**config.mk**
```make
export PLATFORM = sky130hd
export DESIGN_NAME = url_percent_decoder
export DESIGN_NICKNAME = d
export VERILOG_FILES = /design/src/sv/upd_pkg.sv /design/src/sv/url_percent_decoder.sv /design/src/sv/upd_fifo.sv /design/src/sv/upd_front.sv /design/src/sv/upd_back.sv
export SDC_FILE = /design/constraint.sdc
export NUM_CORES = 1
export LEC_CHECK = 0
export ABC_CLOCK_PERIOD_IN_PS = 9600
export BUFFER_PORTS_ARGS = -buffer_cell sky130_fd_sc_hd__buf_4
export CORE_ASPECT_RATIO = 1.25
export CORE_MARGIN = 2
export CORE_UTILIZATION = 55
export CTS_CLUSTER_DIAMETER = 40
export CTS_CLUSTER_SIZE = 20
export DETAILED_ROUTE_END_ITERATION = 10
export PLACE_DENSITY_LB_ADDON = 0.3
export SYNTH_ARGS = -nofsm -noshare
export SYNTH_HDL_FRONTEND = slang
export SYNTH_SLANG_ARGS = --single-unit
```
**constraint.sdc**
```tcl
create_clock -name clk -period 9.6 [get_ports clk]
set_input_delay 1.44 -clock clk [delete_from_list [all_inputs] [get_ports clk]]
set_output_delay 1.44 -clock clk [all_outputs]
set_load 0.02 [all_outputs]
```
**src/sv/upd_pkg.sv**
```systemverilog
package upd_pkg;

    // Character and radix constants of the escape syntax.
    localparam logic [7:0] PCT_CHAR = 8'h25;
    localparam int unsigned HEX_RADIX_BITS = 4;

    // Register reset value and default queue depths.
    localparam logic [15:0] CAP_RESET = 16'd256;
    localparam int unsigned CMD_DEPTH_DEFAULT = 2;
    localparam int unsigned RES_DEPTH_DEFAULT = 2;

    // Result kinds.
    typedef enum logic [1:0] {
        KIND_DATA     = 2'd0,
        KIND_DONE     = 2'd1,
        KIND_OVERFLOW = 2'd2
    } kind_t;

    // Classified source byte: up to three candidate data bytes and the end flag.
    typedef struct packed {
        logic [7:0] byte2;
        logic [7:0] byte1;
        logic [7:0] byte0;
        logic [1:0] count;
        logic       eos;
    } cmd_t;

    // One result transaction.
    typedef struct packed {
        logic [7:0] data;
        kind_t      kind;
        logic       last;
    } res_t;

    // True for 0-9, A-F and a-f.
    function automatic logic is_hex(input logic [7:0] c);
        logic digit;
        logic upper;
        logic lower;
        digit = (c >= 8'h30) && (c <= 8'h39);
        upper = (c >= 8'h41) && (c <= 8'h46);
        lower = (c >= 8'h61) && (c <= 8'h66);
        return digit || upper || lower;
    endfunction

    // Nibble value of a hex digit; zero for anything else.
    function automatic logic [HEX_RADIX_BITS-1:0] hex_val(input logic [7:0] c);
        logic [7:0] v;
        v = 8'd0;
        if ((c >= 8'h30) && (c <= 8'h39))
        begin
            v = c - 8'h30;
        end
        else if ((c >= 8'h41) && (c <= 8'h46))
        begin
            v = c - 8'h41 + 8'd10;
        end
        else if ((c >= 8'h61) && (c <= 8'h66))
        begin
            v = c - 8'h61 + 8'd10;
        end
        return v[HEX_RADIX_BITS-1:0];
    endfunction

endpackage

```
**src/sv/url_percent_decoder.sv**
```systemverilog
// A byte's command is registered in the command queue, its results in the
// result queue. Throughput: one byte per cycle while the result queue has
// room and each byte releases at most one result; extra results hold the
// back end. The command and result queues absorb short stalls on either side.
// Reset (rst_n low, asynchronous) empties both queues, clears the decode and
// count state, and sets dest_capacity to 256.
module url_percent_decoder #(
    parameter int unsigned CMD_DEPTH = upd_pkg::CMD_DEPTH_DEFAULT,
    parameter int unsigned RES_DEPTH = upd_pkg::RES_DEPTH_DEFAULT
) (
    input  logic        clk,
    input  logic        rst_n,
    input  logic        dest_capacity_we,
    input  logic [15:0] dest_capacity,
    input  logic        push,
    output logic        full,
    input  logic [7:0]  in_byte,
    input  logic        end_of_source,
    output logic        empty,
    input  logic        pop,
    output logic [7:0]  out_byte,
    output logic [1:0]  kind,
    output logic        last
);

    import upd_pkg::*;

    cmd_t cmd_in;
    cmd_t cmd_out;
    logic cmd_push;
    logic cmd_full;
    logic cmd_pop;
    logic cmd_empty;
    res_t res_in;
    res_t res_out;
    logic res_push;
    logic res_full;

    // Front end: escape detection.
    upd_front u_front (
        .clk           (clk),
        .rst_n         (rst_n),
        .push          (push),
        .full          (full),
        .in_byte       (in_byte),
        .end_of_source (end_of_source),
        .cmd_push      (cmd_push),
        .cmd           (cmd_in),
        .cmd_full      (cmd_full)
    );

    // Queue of classified bytes.
    upd_fifo #(
        .DEPTH (CMD_DEPTH),
        .WIDTH ($bits(cmd_t))
    ) u_cmd_fifo (
        .clk   (clk),
        .rst_n (rst_n),
        .push  (cmd_push),
        .wdata (cmd_in),
        .full  (cmd_full),
        .pop   (cmd_pop),
        .rdata (cmd_out),
        .empty (cmd_empty)
    );

    // Back end: capacity accounting and result generation.
    upd_back u_back (
        .clk              (clk),
        .rst_n            (rst_n),
        .dest_capacity_we (dest_capacity_we),
        .dest_capacity    (dest_capacity),
        .cmd              (cmd_out),
        .cmd_empty        (cmd_empty),
        .cmd_pop          (cmd_pop),
        .res_push         (res_push),
        .res              (res_in),
        .res_full         (res_full)
    );

    // Result queue toward the consumer.
    upd_fifo #(
        .DEPTH (RES_DEPTH),
        .WIDTH ($bits(res_t))
    ) u_res_fifo (
        .clk   (clk),
        .rst_n (rst_n),
        .push  (res_push),
        .wdata (res_in),
        .full  (res_full),
        .pop   (pop),
        .rdata (res_out),
        .empty (empty)
    );

    assign out_byte = res_out.data;
    assign kind     = res_out.kind;
    assign last     = res_out.last;

endmodule

```
**src/sv/upd_fifo.sv**
```systemverilog
module upd_fifo #(
    parameter int unsigned DEPTH = 2,
    parameter int unsigned WIDTH = 8
) (
    input  logic             clk,
    input  logic             rst_n,
    input  logic             push,
    input  logic [WIDTH-1:0] wdata,
    output logic             full,
    input  logic             pop,
    output logic [WIDTH-1:0] rdata,
    output logic             empty
);

    localparam int unsigned PTR_W = (DEPTH > 1) ? $clog2(DEPTH) : 1;
    localparam int unsigned CNT_W = $clog2(DEPTH + 1);
    localparam logic [PTR_W-1:0] PTR_LAST = PTR_W'(DEPTH - 1);
    localparam logic [CNT_W-1:0] CNT_FULL = CNT_W'(DEPTH);

    logic [WIDTH-1:0] mem [DEPTH];
    logic [PTR_W-1:0] wr_ptr_reg, wr_ptr_next;
    logic [PTR_W-1:0] rd_ptr_reg, rd_ptr_next;
    logic [CNT_W-1:0] count_reg, count_next;
    logic             do_push;
    logic             do_pop;

    assign full    = (count_reg == CNT_FULL);
    assign empty   = (count_reg == '0);
    assign do_push = push && !full;
    assign do_pop  = pop && !empty;
    assign rdata   = mem[rd_ptr_reg];

    // Pointer and fill count update.
    always_comb
    begin
        wr_ptr_next = wr_ptr_reg;
        rd_ptr_next = rd_ptr_reg;
        count_next  = count_reg;
        if (do_push)
        begin
            wr_ptr_next = (wr_ptr_reg == PTR_LAST) ? '0 : wr_ptr_reg + 1'b1;
        end
        if (do_pop)
        begin
            rd_ptr_next = (rd_ptr_reg == PTR_LAST) ? '0 : rd_ptr_reg + 1'b1;
        end
        if (do_push && !do_pop)
        begin
            count_next = count_reg + 1'b1;
        end
        else if (do_pop && !do_push)
        begin
            count_next = count_reg - 1'b1;
        end
    end

    always_ff @(posedge clk or negedge rst_n)
    begin
        if (!rst_n)
        begin
            wr_ptr_reg <= '0;
            rd_ptr_reg <= '0;
            count_reg  <= '0;
        end
        else
        begin
            wr_ptr_reg <= wr_ptr_next;
            rd_ptr_reg <= rd_ptr_next;
            count_reg  <= count_next;
        end
    end

    // Storage needs no reset.
    always_ff @(posedge clk)
    begin
        if (do_push)
        begin
            mem[wr_ptr_reg] <= wdata;
        end
    end

endmodule

```
**src/sv/upd_front.sv**
```systemverilog
module upd_front (
    input  logic          clk,
    input  logic          rst_n,
    input  logic          push,
    output logic          full,
    input  logic [7:0]    in_byte,
    input  logic          end_of_source,
    output logic          cmd_push,
    output upd_pkg::cmd_t cmd,
    input  logic          cmd_full
);

    import upd_pkg::*;

    typedef enum logic [1:0] {
        PEND_NONE  = 2'd0,
        PEND_PCT   = 2'd1,
        PEND_DIGIT = 2'd2
    } pend_t;

    pend_t      pend_reg, pend_next;
    logic [7:0] first_hex_reg, first_hex_next;
    logic       accept;
    logic       pct_hold;
    logic       b_hex;
    logic [7:0] decoded;

    assign full     = cmd_full;
    assign accept   = push && !cmd_full;
    assign cmd_push = accept;

    // A '%' that is not the final byte is held back as a possible escape.
    assign pct_hold = (in_byte == PCT_CHAR) && !end_of_source;
    assign b_hex    = is_hex(in_byte);
    assign decoded  = {hex_val(first_hex_reg), hex_val(in_byte)};

    // Classify the byte into the data bytes it releases.
    always_comb
    begin
        cmd            = '0;
        cmd.eos        = end_of_source;
        pend_next      = PEND_NONE;
        first_hex_next = first_hex_reg;
        unique case (pend_reg)
            PEND_PCT:
            begin
                if (b_hex && !end_of_source)
                begin
                    pend_next      = PEND_DIGIT;
                    first_hex_next = in_byte;
                end
                else
                begin
                    cmd.byte0 = PCT_CHAR;
                    if (pct_hold)
                    begin
                        cmd.count = 2'd1;
                        pend_next = PEND_PCT;
                    end
                    else
                    begin
                        cmd.byte1 = in_byte;
                        cmd.count = 2'd2;
                    end
                end
            end
            PEND_DIGIT:
            begin
                if (b_hex)
                begin
                    cmd.byte0 = decoded;
                    cmd.count = 2'd1;
                end
                else
                begin
                    cmd.byte0 = PCT_CHAR;
                    cmd.byte1 = first_hex_reg;
                    if (pct_hold)
                    begin
                        cmd.count = 2'd2;
                        pend_next = PEND_PCT;
                    end
                    else
                    begin
                        cmd.byte2 = in_byte;
                        cmd.count = 2'd3;
                    end
                end
            end
            default:
            begin
                if (pct_hold)
                begin
                    pend_next = PEND_PCT;
                end
                else
                begin
                    cmd.byte0 = in_byte;
                    cmd.count = 2'd1;
                end
            end
        endcase
        if (end_of_source)
        begin
            first_hex_next = 8'd0;
        end
    end

    always_ff @(posedge clk or negedge rst_n)
    begin
        if (!rst_n)
        begin
            pend_reg      <= PEND_NONE;
            first_hex_reg <= 8'd0;
        end
        else if (accept)
        begin
            pend_reg      <= pend_next;
            first_hex_reg <= first_hex_next;
        end
    end

endmodule

```
**src/sv/upd_back.sv**
```systemverilog
module upd_back (
    input  logic          clk,
    input  logic          rst_n,
    input  logic          dest_capacity_we,
    input  logic [15:0]   dest_capacity,
    input  upd_pkg::cmd_t cmd,
    input  logic          cmd_empty,
    output logic          cmd_pop,
    output logic          res_push,
    output upd_pkg::res_t res,
    input  logic          res_full
);

    import upd_pkg::*;

    logic [15:0] cap_reg;
    logic [15:0] emitted_reg, emitted_next;
    logic        ovf_reg, ovf_next;
    logic [1:0]  idx_reg, idx_next;
    logic        go;
    logic        at_limit;
    logic        final_byte;
    logic [7:0]  cur_byte;

    assign go = !cmd_empty && !res_full;

    // One more byte would leave no room for the terminator.
    assign at_limit   = ({1'b0, emitted_reg} + 17'd1) >= {1'b0, cap_reg};
    assign final_byte = ((idx_reg + 2'd1) == cmd.count);

    // Select the data byte at the current position of the transaction.
    always_comb
    begin
        unique case (idx_reg)
            2'd0:    cur_byte = cmd.byte0;
            2'd1:    cur_byte = cmd.byte1;
            default: cur_byte = cmd.byte2;
        endcase
    end

    // Emit at most one result per cycle from the head command while the result queue has room.
    always_comb
    begin
        cmd_pop      = 1'b0;
        res_push     = 1'b0;
        res.data     = 8'd0;
        res.kind     = KIND_DATA;
        res.last     = 1'b0;
        emitted_next = emitted_reg;
        ovf_next     = ovf_reg;
        idx_next     = idx_reg;
        if (go)
        begin
            priority if (ovf_reg)
            begin
                // Rest of the string is dropped until its final byte.
                cmd_pop  = 1'b1;
                idx_next = 2'd0;
                if (cmd.eos)
                begin
                    ovf_next     = 1'b0;
                    emitted_next = 16'd0;
                end
            end
            else if (idx_reg < cmd.count)
            begin
                res_push = 1'b1;
                if (at_limit)
                begin
                    res.kind = KIND_OVERFLOW;
                    res.last = 1'b1;
                    cmd_pop  = 1'b1;
                    idx_next = 2'd0;
                    if (cmd.eos)
                    begin
                        emitted_next = 16'd0;
                    end
                    else
                    begin
                        ovf_next = 1'b1;
                    end
                end
                else
                begin
                    res.data     = cur_byte;
                    res.last     = final_byte && !cmd.eos;
                    emitted_next = emitted_reg + 16'd1;
                    if (final_byte && !cmd.eos)
                    begin
                        cmd_pop  = 1'b1;
                        idx_next = 2'd0;
                    end
                    else
                    begin
                        idx_next = idx_reg + 2'd1;
                    end
                end
            end
            else
            begin
                // All data bytes done; pop the command and, on the final byte, report the end of the string.
                cmd_pop  = 1'b1;
                idx_next = 2'd0;
                if (cmd.eos)
                begin
                    res_push     = 1'b1;
                    res.kind     = KIND_DONE;
                    res.last     = 1'b1;
                    emitted_next = 16'd0;
                end
            end
        end
    end

    always_ff @(posedge clk or negedge rst_n)
    begin
        if (!rst_n)
        begin
            cap_reg     <= CAP_RESET;
            emitted_reg <= 16'd0;
            ovf_reg     <= 1'b0;
            idx_reg     <= 2'd0;
        end
        else
        begin
            if (dest_capacity_we)
            begin
                cap_reg <= dest_capacity;
            end
            emitted_reg <= emitted_next;
            ovf_reg     <= ovf_next;
            idx_reg     <= idx_next;
        end
    end

endmodule

```
## Yosys cells after proc, flatten, opt, wreduce, memory -nomap -nowiden

Memory sizes are Yosys's and may differ from the RTL's.
Index checks and enable logic that the tools add are counted.

- Output and inout port bits: 13
- Word-level logic and storage cells: 160
- Register bits after elaboration: 53
- Memories: 2
- Bits of input ports: 30
- Bits in writable memories: 76

- $lt $le $gt $ge: 14
- Mux-type cells: 65
- Reductions and logical operators: 39
- Add/sub/neg operators: 21
- Equal/unequal tests: 7

Memories:

| memory | depth | width | read ports | clocked after Yosys merged registers in | wr ports | RTL line | text |
|---|---|---|---|---|---|---|---|
| u_cmd_fifo.mem | 2 | 27 | 1 | 0 | 1 | upd_fifo.sv:20 | `logic [WIDTH-1:0] mem [DEPTH];` |
| u_res_fifo.mem | 2 | 11 | 1 | 0 | 1 | upd_fifo.sv:20 |  |

Operators with widths:

| operator | number |
|---|---|
| 16-bit two-way mux | 5 |
| 8-bit two-way mux | 7 |
| 8-bit by 7-bit >= comparator with 1-bit output, second input constant | 4 |
| 8-bit by 7-bit <= comparator with 1-bit output, second input constant | 4 |
| 8-bit case mux with 2 select lines | 2 |
| 2-bit two-way mux | 13 |
| 1-bit two-way mux | 24 |
| 4-bit two-way mux | 6 |
| 4-bit by 1-bit subtractor with 4-bit output, second input constant | 6 |
| 11-bit two-way mux | 2 |
| 10-bit two-way mux | 2 |
| 10-bit case mux with 2 select lines | 1 |
| 1-bit logical AND | 19 |
| 18-bit two-way mux | 1 |
| 16-bit by 1-bit adder with 17-bit output, second input constant | 1 |
| 17-bit by 16-bit >= comparator with 1-bit output | 1 |
| 16-bit by 1-bit adder with 16-bit output, second input constant | 1 |
| 4-bit adder, second input constant | 4 |
| 8-bit by 6-bit >= comparator with 1-bit output, second input constant | 2 |
| 8-bit by 6-bit <= comparator with 1-bit output, second input constant | 2 |
| 1-bit logical NOT | 10 |
| 8-bit by 6-bit equality test with 1-bit output, second input constant | 1 |
| 2-bit nonzero test | 4 |
| 2-bit by 1-bit adder with 2-bit output, second input constant | 3 |
| 11 further kinds | 21 |

## Depth between registers and ports, before layout

Gate-level depths: netlist (run 1).

- Depth in word-level cells: 12
- Mapped depth: 16
- Mapped depth without buffers: 15

## Modules after synthesis

Synthesis (run 1) repeated with hierarchy kept, for this count alone.

- Cells, all modules: 566
- Area total of the unflattened synthesis: 6741.5 sq um

By module, submodules not included:

| module | cells each | times used | area each (sq um) | sequential area each (sq um) |
|---|---|---|---|---|
| upd_back | 270 | 1 | 2363.5 | 877.1 |
| upd_fifo (u_cmd_fifo) | 103 | 1 | 2244.7 | 1721.7 |
| upd_front | 140 | 1 | 1131.1 | 250.2 |
| upd_fifo (u_res_fifo) | 53 | 1 | 1002.2 | 760.7 |

## Least setup slack after synthesis (run 1)

OpenSTA, ideal clock, no wires.

- Path kind: reg2reg
- From: reg u_back.emitted_reg[0]
- To: reg u_back.emitted_reg[15]
- Slack: 6183 ps
- Required time: 9475 ps
- Clock period less this slack: 3417 ps
- Arrival: 3292 ps
- Setup time: 125 ps
- Buffers on the path: 3
- Cell stages (with the launch flop): 16
- Cells stage by stage: dfrtp_1 > ha_1 > nand2_1 > or4_1 > clkbuf_2 > nor2_1 > xor2_1 > ha_1 > a21o_1 > a21oi_1 > o2111a_1 > nand3_2 > or2_1 > buf_6 > buf_12 > mux2_4

- Longest elaborated chain between the ends: 5
- Elaborated cells between the ends (all ways): 6
- Those cells by class: add/sub: 2; order compare: 1; mux: 3

RTL lines:

| what | RTL line | text |
|---|---|---|
| start: declaration | upd_back.sv:17 | `logic [15:0] emitted_reg, emitted_next;` |
| start signal: assignment | upd_back.sv:130 | `emitted_reg <= emitted_next;` |
| 16-bit by 1-bit adder with 17-bit output | upd_back.sv:28 | `assign at_limit = ({1'b0, emitted_reg} + 17'd1) >= {1'b0, cap_reg};` |
| 17-bit by 16-bit >= comparator with 1-bit output | upd_back.sv:28 |  |
| 16-bit two-way mux * | upd_back.sv:68 | `if (at_limit)` |
| 16-bit two-way mux * | upd_back.sv:65 | `else if (idx_reg < cmd.count)` |
| 16-bit two-way mux * | upd_back.sv:54 | `priority if (ovf_reg)` |

Mark *: on every way between the ends. The rest lies on a longest branch, timed or not.
A chain may end at the register's enable or synchronous reset.

==> results summary, run 1 <==
The flow ran to the end, and the final reports show no timing, DRC or antenna violations. The tightest min-delay check is of the reg2reg type. In the post-route analysis, the smallest setup slack over all paths is 5550 ps. The signal on the critical path passes through ha_1 -> nand2_1 -> or4_1 -> nor2_1 -> xor2_1 -> ha_1 -> a21o_1 -> a21oi_1 -> o2111a_1 -> nand3_2 -> or2_1 -> a211oi_1. The die is 102 um wide. The overall via count from detail_route is 4579. The post-route worst hold slack came out at 501 ps. For this configuration, the core starts out at a cell density of 0.564.

Leaving out fill and tap cells, the most frequent cell in the layout is sky130_fd_sc_hd__edfxtp_1. CTS placed an instance of sky130_fd_sc_hd__clkbuf_16 at the clock tree root. The most critical setup path has its startpoint at u_back.emitted_reg[0]. The share of flip-flops with an asynchronous set or reset after synthesis is 0.411. The summed instance area of the synthesized netlist is 6560 um^2. Buffers inserted to repair hold after CTS numbered 0.

The detailed-placement wirelength estimate came out at 9.41 mm. During synthesis, Yosys emitted a total of 0 warnings. The maximum net fanout on the critical path is 13.

The placeable core area is 11600 um^2. In this run, post-CTS repair resized a total of 0 instances. The pre-CTS worst setup slack is 5610 ps.

The largest buffer count on any clock path is 2. The post-route clock period utilization is 0.422. The post-CTS setup buffer count came out at 0. The number of enable flip-flop cells after synthesis came out at 76. The arrival time of data at the critical path endpoint came out at 4240 ps.

Setup repair after global routing left no endpoint under its margin. The flip-flop count of the largest register, all copies and words added came out at 54. The number of nets produced by synthesis is 633. Leaving out filler cells and counting taps, the final layout contains 779. The net count of the finished layout came out at 667.

The number of antenna violations at the first check in global routing came to 0. The share of synthesized area in the top cell type comes to 0.348. Compared with the post-synthesis result, the final layout area differs by 14.8%. For this block, the routed nets add up to 13.6 mm of wire. The number of synthesized register bits came out at 129. The via-per-instance ratio came out at 5.88.

The global-route usage over all layers came out at 0.227. The clock transition at the register clock pins on the worst setup and hold paths after CTS came out at 60 ps. The total I/O pin count is 43. The floorplan has 44 rows.

The height of the chip came out at 126 um. The power per unit of standard cell area is 304 nW/um^2. The hold violation count in the final report is 0.

The remaining antenna violation count after routing came out at 0. The max-slew violation count came to 0. STA classifies the critical path endpoint as a flop. The first detailed-routing pass ran for 5 iterations. The detailed router finished its first iteration with 269 violations.

The largest voltage drop on the vdd net is 0.149 mV. The insertion delay to the later sink of the worst-skew pair is 420 ps. In the final routed layout, each cell accounts on average for 17.4 um. For this run, the register share of the synthesized area comes to 0.551.

The count of max-cap constraint violations is 0. The startpoint identified for the worst hold timing path is u_res_fifo.wr_ptr_reg. The post-synthesis area per instance came out at 11.5 um^2.

The TritonCTS clock tree is done. Counting flops per register, the top entry is u_cmd_fifo.mem. In the post-synthesis netlist, the biggest area contributors are sky130_fd_sc_hd__edfxtp_1 35%, sky130_fd_sc_hd__dfrtp_1 20%, sky130_fd_sc_hd__ha_1 6.3%. The final estimated routing congestion in global placement is 0.900. The via count of the first global-routing pass came out at 4712.

The library cells used most frequently in the layout, excluding fill and tap cells, are 76 x sky130_fd_sc_hd__edfxtp_1, 52 x sky130_fd_sc_hd__dfrtp_1, 45 x sky130_fd_sc_hd__buf_4. The largest registers in the layout are u_cmd_fifo.mem (54), u_res_fifo.mem (22). Adding up every negative setup slack in the final design gives 0 ps. The type of the setup path with the least slack is reg2reg.

The total clock sinks came out at 129. The remaining global-route overflow is 0. The proportion of layout cells with a drive suffix above 1 came out at 0.160. The synthesized design spends more area on one cell type than any other, namely sky130_fd_sc_hd__edfxtp_1. The filler cells instantiated in the layout total 868.

The number of instances in the placed design is 746. The number of H-tree branching levels came out at 4. The element type at the critical path start is a flop. The most numerous cell type found on the critical path is sky130_fd_sc_hd__ha_1. The first global-routing pass estimated 22.6 mm of wire.

Among cell families on the critical path, the largest total delay comes from simple AND/OR/NAND/NOR gates. The number of endpoints failing setup at the final stage came out at 0. The delay of the slowest critical-path stage came out at 620 ps. The TritonCTS buffer count is 17.

The total buffers and inverters traversed by the critical path is 0. The area enclosed by the die boundary came out at 12800 um^2. The number of design rule violations left after detail routing came out at 0. The relative slew slack is 0.361. The slowest stage of the critical path is the sky130_fd_sc_hd__or4_1 cell.

The number of library cell types mapped by synthesis is 64. Clock skew on the completed layout was measured at 5.47 ps. In this run the critical register-to-register path is launched from u_back.emitted_reg[0]. The leakage power came out at 3.19 nW.

The number of input and output port buffers inserted came out at 42. The maximum number of pins on one net before global-route repair is 54. For this run, the leading register cell type out of synthesis is sky130_fd_sc_hd__edfxtp_1. Counting every instance in the synthesized netlist gives 570. At the pin with the least slew margin, the transition time is 958 ps. For the finished layout, the period the worst path requires is 4050 ps. The highest achievable clock rate is 247 MHz. The critical path required time is 9790 ps.
## cell type report
class                   instances  area (um^2)  area share
repair buffers                 45          338      0.0449
well taps                     161          201      0.0268
clock inverters                14          140      0.0186
inverters                      40          150      0.0200
flip-flops and latches        129         3610       0.480
diodes                          1         2.50    0.000333
multi-input cells             371         2650       0.353
clock buffers                  18          429      0.0570
## worst reg2reg max path, stage by stage, from the launching register on
cell and delay [ps]:
sky130_fd_sc_hd__dfrtp_1 400, sky130_fd_sc_hd__ha_1 260, sky130_fd_sc_hd__nand2_1 120, sky130_fd_sc_hd__or4_1 620, sky130_fd_sc_hd__nor2_1 180, sky130_fd_sc_hd__xor2_1 250, sky130_fd_sc_hd__ha_1 290, sky130_fd_sc_hd__a21o_1 160
sky130_fd_sc_hd__a21oi_1 200, sky130_fd_sc_hd__o2111a_1 230, sky130_fd_sc_hd__nand3_2 190, sky130_fd_sc_hd__or2_1 530, sky130_fd_sc_hd__a211oi_1 400
## cells by family (layout without fill, tap and decap cells)
kind of cell / count (synthesis) / count (layout) / share of synthesized area
adder cells (fa/ha/maj): 33 / 33 / 0.0630
multiplexers: 21 / 21 / 0.0363
AND/OR/NAND/NOR: 135 / 135 / 0.105
buffers and inverters: 70 / 117 / 0.0449
XOR/XNOR: 29 / 29 / 0.0387
AO/OA/AOI/OAI: 153 / 153 / 0.161
flip-flops: 129 / 129 / 0.551
other: 0 / 1 / 0
## final timing paths
kind	end	slack, ps	depth (start not counted)
min reg2reg	u_res_fifo.wr_ptr_reg	500	1
max in group asynchronous	u_back.emitted_reg[10]	8070	1
max	u_res_fifo.mem[0][10]	5550	12
min	u_res_fifo.wr_ptr_reg	500	1
min in group asynchronous	u_res_fifo.rd_ptr_reg	1050	1
max reg2reg	u_res_fifo.mem[0][10]	5550	12
## Yosys cell counts (2+ instances only)
library cell,instances
sky130_fd_sc_hd__xor2_1,8
sky130_fd_sc_hd__edfxtp_1,76
sky130_fd_sc_hd__inv_1,40
sky130_fd_sc_hd__xnor2_1,21
sky130_fd_sc_hd__a22oi_1,7
sky130_fd_sc_hd__buf_2,2
sky130_fd_sc_hd__a31oi_1,3
sky130_fd_sc_hd__nand4_1,8
sky130_fd_sc_hd__o22ai_1,3
sky130_fd_sc_hd__a211oi_1,12
sky130_fd_sc_hd__nand2_1,42
sky130_fd_sc_hd__a32o_1,4
sky130_fd_sc_hd__dfrtp_1,52
sky130_fd_sc_hd__mux2i_1,2
sky130_fd_sc_hd__a221oi_1,2
sky130_fd_sc_hd__o21ai_0,32
sky130_fd_sc_hd__ha_1,33
sky130_fd_sc_hd__nand3b_1,2
sky130_fd_sc_hd__or3_1,5
sky130_fd_sc_hd__a22o_1,21
sky130_fd_sc_hd__and3_1,11
sky130_fd_sc_hd__mux2_2,18
sky130_fd_sc_hd__a21oi_1,29
sky130_fd_sc_hd__o21bai_1,2
sky130_fd_sc_hd__and2_1,6
sky130_fd_sc_hd__a21o_1,11
sky130_fd_sc_hd__clkbuf_1,23
sky130_fd_sc_hd__o41ai_1,8
sky130_fd_sc_hd__nand3_1,7
sky130_fd_sc_hd__o22a_1,4
sky130_fd_sc_hd__nand2b_1,11
sky130_fd_sc_hd__nor4_1,3
sky130_fd_sc_hd__o21a_1,3
sky130_fd_sc_hd__nor2_1,29
## per-layer routing
metal  vias to the layer above  share of wire  GRT usage
met2                       171           0.50      0.358
met1                      2213           0.43      0.300
met4                         0          0.017     0.0819
met5                         -              0          0
met3                        24          0.060     0.0644
li1                       2171              -          -
## stage by stage
| step | total power, mW | instance area (um^2) | util |
|---|---|---|---|
| 5_1_grt | 2.42 | 7520 | 0.648 |
| 3_3_place_gp | 1.64 | 6950 | 0.599 |
| 2_1_floorplan | 1.46 | 6560 | - |
| 4_1_cts | 2.30 | 7520 | 0.648 |
| 6_report | 2.29 | 7520 | 0.648 |
| 3_5_place_dp | 1.68 | 6950 | 0.599 |
## report_power, final
group	internal (mW)	leakage [nW]	switching, mW	total (mW)
combinational	0.317	1.54	0.462	0.779
sequential	0.785	1.39	0.105	0.890
clock	0.380	0.260	0.239	0.618
total	1.48	3.19	0.806	2.29
Power figures use the tool's default switching activity.
==> run 2, diff against run 1 <==
ABC_AREA = 1   (was not set)
ABC_CLOCK_PERIOD_IN_PS = 4200   (was 9600)
clock period = 4.2 ns   (was 9.6 ns; I/O delays follow)
==> results summary, run 2 <==
Setup repair after global routing left no endpoint under its margin. In the synthesized netlist, the cells that appear most often are 180 x sky130_fd_sc_hd__nand2_1, 98 x sky130_fd_sc_hd__inv_1, 92 x sky130_fd_sc_hd__nor2_1. The kind of cell adding the most delay to the critical path is simple AND/OR/NAND/NOR gates. The leakage power is 3.69 nW.

The floorplan die width came out at 104 um. The share of the synthesized area in compound gates (AO/OA/AOI/OAI) is 0.0871. In the final layout, the registers with the most flip-flops are u_cmd_fifo.mem (54), u_res_fifo.mem (22).

The total clock sinks is 129. Of the cells placed in the final design, the portion with a size suffix greater than 1 is 0.129. The cell type contributing the most total cell area after synthesis is sky130_fd_sc_hd__edfxtp_1. After synthesis, the largest family of logic cells by area is simple AND/OR/NAND/NOR gates. The number of standard cells after synthesis is 764.

The mux contribution to synthesized area is 0.00165. The height of the chip came out at 128 um. Synthesis instantiated 42 different standard cells from the library. Clock skew on the completed layout was measured at 9.65 ps. Traced cell by cell, the critical path runs through ha_1 -> nand3_2 -> nor3_4 -> xor2_1 -> ha_1 -> nand2_1 -> inv_1 -> a21oi_1 -> nand3_1 -> nand2_1 -> nand4_1 -> nand2_1 -> ha_1 -> a21oi_1 -> o21ai_0 -> xor2_1.

The power per unit of standard cell area came out at 714 nW/um^2. The net count of the finished layout is 878. The slowest stage of the critical path belongs to the cell sky130_fd_sc_hd__dfrtp_1. Counting flops with an async set or reset pin after synthesis yields a share of 0.411. The detailed-placement wirelength estimate is 10.6 mm.

The transition time at the pin with the least slew margin is 1020 ps. IR analysis of the VDD net gives a maximum drop of 0.321 mV. The area share of the largest cell type after synthesis came out at 0.335.

The number of design rule violations left after detail routing is 0. The worst setup path is launched from a flop. The placeable core area came out at 12100 um^2. The first-pass GRT wire length is 24.4 mm. The hold violation count in the final report came out at 0. For this design, the CTS-stage hold fixing added 0 buffers. The post-CTS setup buffer count came out at 0. The remaining global-route overflow is 0. The delay of the slowest critical-path stage came out at 470 ps.

In the post-synthesis netlist, the biggest area contributors are sky130_fd_sc_hd__edfxtp_1 34%, sky130_fd_sc_hd__dfrtp_1 19%, sky130_fd_sc_hd__nand2_1 9.9%. Once placement completed, the tool counted placed cells totaling 960. The number of synthesized register bits came out at 129. The area enclosed by the die boundary is 13300 um^2. The post-route worst hold slack came out at 245 ps. From synthesis to final layout, the design area changed by 15.9%. The total I/O pin count came out at 43. The mapped netlist covers 6810 um^2. The maximum number of pins on one net before global-route repair is 54. The largest buffer count on any clock path is 2. The max-slew violation count came out at 0. The average wire per standard cell came out at 15.0 um.

Dividing the final minimum period by the clock period gives 0.849. The overall via count from detail_route is 5372. The register with the most flip-flops in the final layout is u_cmd_fifo.mem.

The post-synthesis share of cell area spent on full adders, half adders and majority gates came out at 0.0607. The number of antenna violations at the first check in global routing came out at 0. The library cells used most frequently in the layout, excluding fill and tap cells, are 180 x sky130_fd_sc_hd__nand2_1, 98 x sky130_fd_sc_hd__inv_1, 90 x sky130_fd_sc_hd__nor2_1. STA puts the critical path data required time at 4500 ps. The number of endpoints failing setup at the final stage is 0. The number of nets produced by synthesis is 827.

The most frequent standard cell in the layout excluding fill and tap cells is sky130_fd_sc_hd__nand2_1. The insertion delay to the later sink of the worst-skew pair came out at 420 ps. The type of the setup path with the least slack is reg2reg. The share of the synthesized netlist area taken by xor and xnor gates is 0.0244.

The highest achievable clock rate came out at 281 MHz. TritonCTS built the clock tree. The total iterations of the first detailed-routing run is 5. The arrival time of data at the critical path endpoint is 3860 ps.

The time the final worst path needs with I/O delays and setup is 3560 ps. The total buffers and inverters traversed by the critical path is 1. Yosys instantiated no cell more often than sky130_fd_sc_hd__nand2_1.

The sum of negative setup slack is 0 ps. The congestion estimate from routability-driven global placement came to 1.01. The number of non-filler instances in the completed layout came out at 992. The via count of the first global-routing pass came to 5282. The total inserted antenna cells is 0.

The number of input and output port buffers inserted is 42. The TritonCTS buffer count came out at 17. The remaining antenna violation count after routing came out at 0. The synthesized design contains 76 enable-type register cells.

The maximum net fanout on the critical path came out at 8. For this configuration, the core starts out at a cell density of 0.562. The min-delay analysis places its worst path in the category in2async.

The total power consumption of the routed design came out at 5.63 mW. The clock transition at the register clock pins on the worst setup and hold paths after CTS is 60 ps. The floorplan has 45 rows. The portion of the post-synthesis area used by sequential elements came out at 0.530. Across the run, the number of max-cap violations was 0. The leading register cell type out of synthesis is sky130_fd_sc_hd__edfxtp_1. The detailed router finished its first iteration with 422 violations. The number of H-tree branching levels came out at 4. The final critical-path setup slack came out at 636 ps. The root buffer cell chosen for the clock tree is sky130_fd_sc_hd__clkbuf_16. The simple logic cell fraction of the synthesized area is 0.222. The relative slew slack is 0.311.

The nature of the critical path endpoint is a flop. The global-route usage over all layers came out at 0.231. The total wirelength of the detailed-routed design is 14.9 mm.

The flip-flop count of the largest register, all copies and words added came out at 54. Averaged over all synthesized cells, the footprint is 8.91 um^2. The run finished with clean final reports.

The pre-CTS worst setup slack is 701 ps. The number of warnings printed during yosys synthesis is 0. The via-per-instance ratio came out at 5.42. Gates resized during post-CTS repair numbered 0.
==> run 2: cell types whose count changed in the layout (fill, tap and decap cells not counted), sizes merged, moves of 16 or more <==
cell and change:
nand2 +142, o21ai +38, inv +61, xnor2 -16, a22o -21, nor2 +66
mux2 -18, nand3 +40
==> run 2: per-layer routing <==
| metal | vias up | part of all wire | global-route usage |
|---|---|---|---|
| met3 | 29 | 0.056 | 0.0476 |
| met2 | 185 | 0.50 | 0.407 |
| li1 | 2619 | - | - |
| met4 | 0 | 0.022 | 0.0954 |
| met1 | 2539 | 0.42 | 0.279 |
| met5 | - | 0 | 0 |
==> run 2: cells by family after synthesis <==
kind of cell	after synthesis
simple gates	354
xor+xnor	19
mux	1
fa+ha+maj	33
flops	129
compound gates	108
buf+inv	120
==> run 2: metrics by stage <==
step                utilization  area (um^2)
CTS                       0.652         7890
global placement          0.601         7280
floorplan                     -         6810
finish                    0.652         7890
global route              0.652         7890
detailed placement        0.601         7280
==> run 2: area by class of cell <==
class | instances | area [um^2]
fillers | 1010 | 4220
flip-flops and latches | 129 | 3610
multi-input cells | 515 | 2700
clock buffers | 17 | 425
repair buffers | 51 | 383
inverters | 101 | 379
well taps | 164 | 205
clock inverters | 15 | 184
==> run 2: path summary, 6_finish.rpt <==
path,endpoint,startpoint,slack (ps),depth (start not counted)
worst max-delay path,u_cmd_fifo.count_reg[1],u_back.emitted_reg[0],640,16
max in group asynchronous,u_back.emitted_reg[6],rst_n,3480,1
worst min-delay path,u_res_fifo.rd_ptr_reg,rst_n,250,1
worst min register to register,u_back.cap_reg[8],u_back.cap_reg[8],510,2
worst max register to register,u_cmd_fifo.count_reg[1],u_back.emitted_reg[0],640,16
min in group clk,u_back.cap_reg[15],dest_capacity[15],410,3
==> run 2: where the power goes <==
| part | switching (mW) | total, mW | leakage, nW | internal, mW |
|---|---|---|---|---|
| sequential | 0.186 | 1.99 | 1.39 | 1.81 |
| clock | 0.567 | 1.51 | 0.290 | 0.938 |
| combinational | 1.42 | 2.14 | 2.01 | 0.711 |
==> run 3, diff against run 2 <==
ABC_AREA = 0   (was 1)
ABC_CLOCK_PERIOD_IN_PS = 3450   (was 4200)
clock period = 3.45 ns   (was 4.2 ns; I/O delays follow)
==> results summary, run 3 (synthesis gave the netlist of run 1 again) <==
The run finished with clean final reports. The library cell used most frequently in the layout, excluding fill and tap cells, is sky130_fd_sc_hd__edfxtp_1. The internal portion of total power is 4.34 mW. The area enclosed by the die boundary is 12800 um^2. The placeable core area is 11600 um^2.

The post-route clock period utilization came out at 0.980. The global-route usage over all layers is 0.228. At the end of the flow the core is filled with cells to 0.669. The post-route cell area is 7770 um^2.

The post-cts hold buffer count came out at 0. The fill cell total of the finished layout is 842. Routability-driven placement finished with a final weighted congestion of 0.936. The proportion of layout cells with a drive suffix above 1 is 0.213. The switching part of the total is 0.347. The worst setup path is of the reg2reg kind.

Once placement finished, the instance area stood at 7060 um^2. The via count of the first global-routing pass came out at 4561. The net count of the finished layout is 685.

The tree is rooted in a sky130_fd_sc_hd__clkbuf_16. Leaving out fill and tap cells, the most frequent cells in the layout are 76 x sky130_fd_sc_hd__edfxtp_1, 63 x sky130_fd_sc_hd__buf_4, 52 x sky130_fd_sc_hd__dfrtp_1. The logic depth of the worst register-to-register path is 15.

The detailed-placement wirelength estimate came out at 9.45 mm. The detailed router placed 4638 vias in this run. The floorplan die width came out at 102 um.

The most flop-heavy register is u_cmd_fifo.mem. For this run, the slowest stage of the critical path takes 540 ps. The worst pin sits at a relative slew slack of 0.370. The first-pass GRT wire length is 22.5 mm.

Based on the critical path, the design can be clocked at up to 296 MHz. Port buffering added 42 buffers. The switching power total is 2.30 mW. After the first detailed-routing iteration, the DRC count stood at 365. The TritonCTS buffer count came out at 17. STA classifies the critical path endpoint as a flop.

The time the final worst path needs with I/O delays and setup came out at 3380 ps. The remaining antenna violation count after routing came out at 0. The transition time at the pin with the least slew margin is 941 ps. Of the total power, combinational logic draws 0.362. The largest voltage drop on the vdd net is 0.542 mV. On the critical path, the stage with the largest delay is an instance of sky130_fd_sc_hd__or4_4. The tool flagged a number of max-cap violations equal to 0.

Summed over all layers, the global routing overflow is 0. The hold violation count in the final report came out at 0. The clock reaches the later pin of the worst-skew pair after 420 ps. The height of the chip is 126 um. The largest buffer count on any clock path is 2.

Using the TritonRoute via totals, the vias-per-cell ratio works out to 5.83. The synthesis-to-finish area growth is 18.6%. The final clock skew came out at 7.18 ps. In this run the worst hold path is classified as in2async.

The max-slew violation count is 0. The arrival time of data at the critical path endpoint is 3720 ps. Row generation in the floorplan step produced 44 rows.

The number of antenna violations at the first check in global routing came out at 0. The starting density of the core is 0.564. The number of H-tree branching levels is 4. The register with the most flip-flops in the layout has 54 of them. In the final layout, the registers with the most flip-flops are u_cmd_fifo.mem (54), u_res_fifo.mem (22). The critical path required time came out at 3790 ps. After detailed routing, the average wire length per cell comes to 17.6 um.

The element type at the critical path start is a flop. The maximum net fanout on the critical path is 3. The leakage power is 3.33 nW. Of the total power, registers draw 0.365.

The power share of the clock group is 0.273. The power per unit of standard cell area came out at 855 nW/um^2. The maximum number of pins on one net before global-route repair is 54. The number of endpoints failing setup at the final stage came out at 0. The clock transition at the register clock pins on the worst setup and hold paths after CTS is 60 ps.

The total wirelength of the detailed-routed design is 14.0 mm. The total I/O pin count came out at 43. The critical path goes through ha_2 -> nand2_1 -> or4_4 -> nor2_4 -> xor2_2 -> ha_1 -> nand3_1 -> nor2_2 -> o311ai_2 -> and4b_1 -> a21o_1 -> ha_1 -> xor2_1 -> nor2_1 -> xor2_1. The total inserted antenna cells is 0. TritonCTS built the clock tree. The total clock sinks is 129. The total iterations of the first detailed-routing run is 6. After detailed routing, the number of remaining DRC violations is 0.
==> run 3: area by class of cell <==
| class | instances | area (um^2) | share of cell area |
|---|---|---|---|
| clock buffer | 19 | 443 | 0.0570 |
| multi-input combinational | 371 | 2740 | 0.352 |
| clock inverter | 13 | 163 | 0.0209 |
| sequential | 129 | 3610 | 0.464 |
| inverter | 40 | 150 | 0.0193 |
| tap | 161 | 201 | 0.0259 |
| timing repair buffer | 63 | 473 | 0.0608 |
==> run 3: per-layer routing <==
layer | global-route usage | vias up | part of all wire | wire length [um]
met3 | 0.0583 | 29 | 0.056 | 787
met2 | 0.363 | 163 | 0.51 | 7170
met4 | 0.0763 | 0 | 0.017 | 237
met5 | 0 | - | 0 | 0
met1 | 0.303 | 2237 | 0.41 | 5800
li1 | - | 2209 | - | -
==> run 3: stage by stage <==
stage	hold WS [ps]	TNS, ps	power (mW)	instances	setup WS (ps)
5_1_grt	171	-92.8	7.00	796	-50.0
2_1_floorplan	222	0	4.06	570	33.3
6_report	135	0	6.65	796	69.7
4_1_cts	163	0	6.63	792	5.42
3_5_place_dp	481	-170	4.74	760	-58.3
3_3_place_gp	476	0	4.64	760	134
==> run 3: path summary, 6_finish.rpt <==
check                                      start                  endpoint  slack [ps]
setup / recovery           u_back.emitted_reg[0]   u_cmd_fifo.count_reg[1]          70
hold / removal                             rst_n     u_res_fifo.wr_ptr_reg         140
setup reg to reg           u_back.emitted_reg[0]   u_cmd_fifo.count_reg[1]          70
hold reg to reg            u_res_fifo.wr_ptr_reg     u_res_fifo.wr_ptr_reg         500
max in group asynchronous                  rst_n  u_front.first_hex_reg[0]        2850
min in group clk                dest_capacity[7]         u_back.cap_reg[7]         300
==> run 3: power by group through the flow <==
stage / logic, mW / registers (mW) / clock network, mW
floorplan: 1.71 / 2.35 / 0
global placement: 2.22 / 2.42 / 0
detailed placement: 2.29 / 2.45 / 0
CTS: 2.37 / 2.42 / 1.83
global route: 2.63 / 2.47 / 1.90
finish: 2.41 / 2.42 / 1.82
==> run 3: timing repair <==
item	CTS	global route
buffers inserted	0	4
gates resized for setup	6	13
pin swaps	0	3
setup endpoints to repair	15	34
==> run 3: worst max-delay path, delay by kind of cell (launching register included) <==
| family | cells | cell delay, ps |
|---|---|---|
| compound gates | 2 | 380 |
| simple gates | 7 | 1440 |
| flops | 1 | 400 |
| xor+xnor | 3 | 380 |
| fa+ha+maj | 3 | 720 |
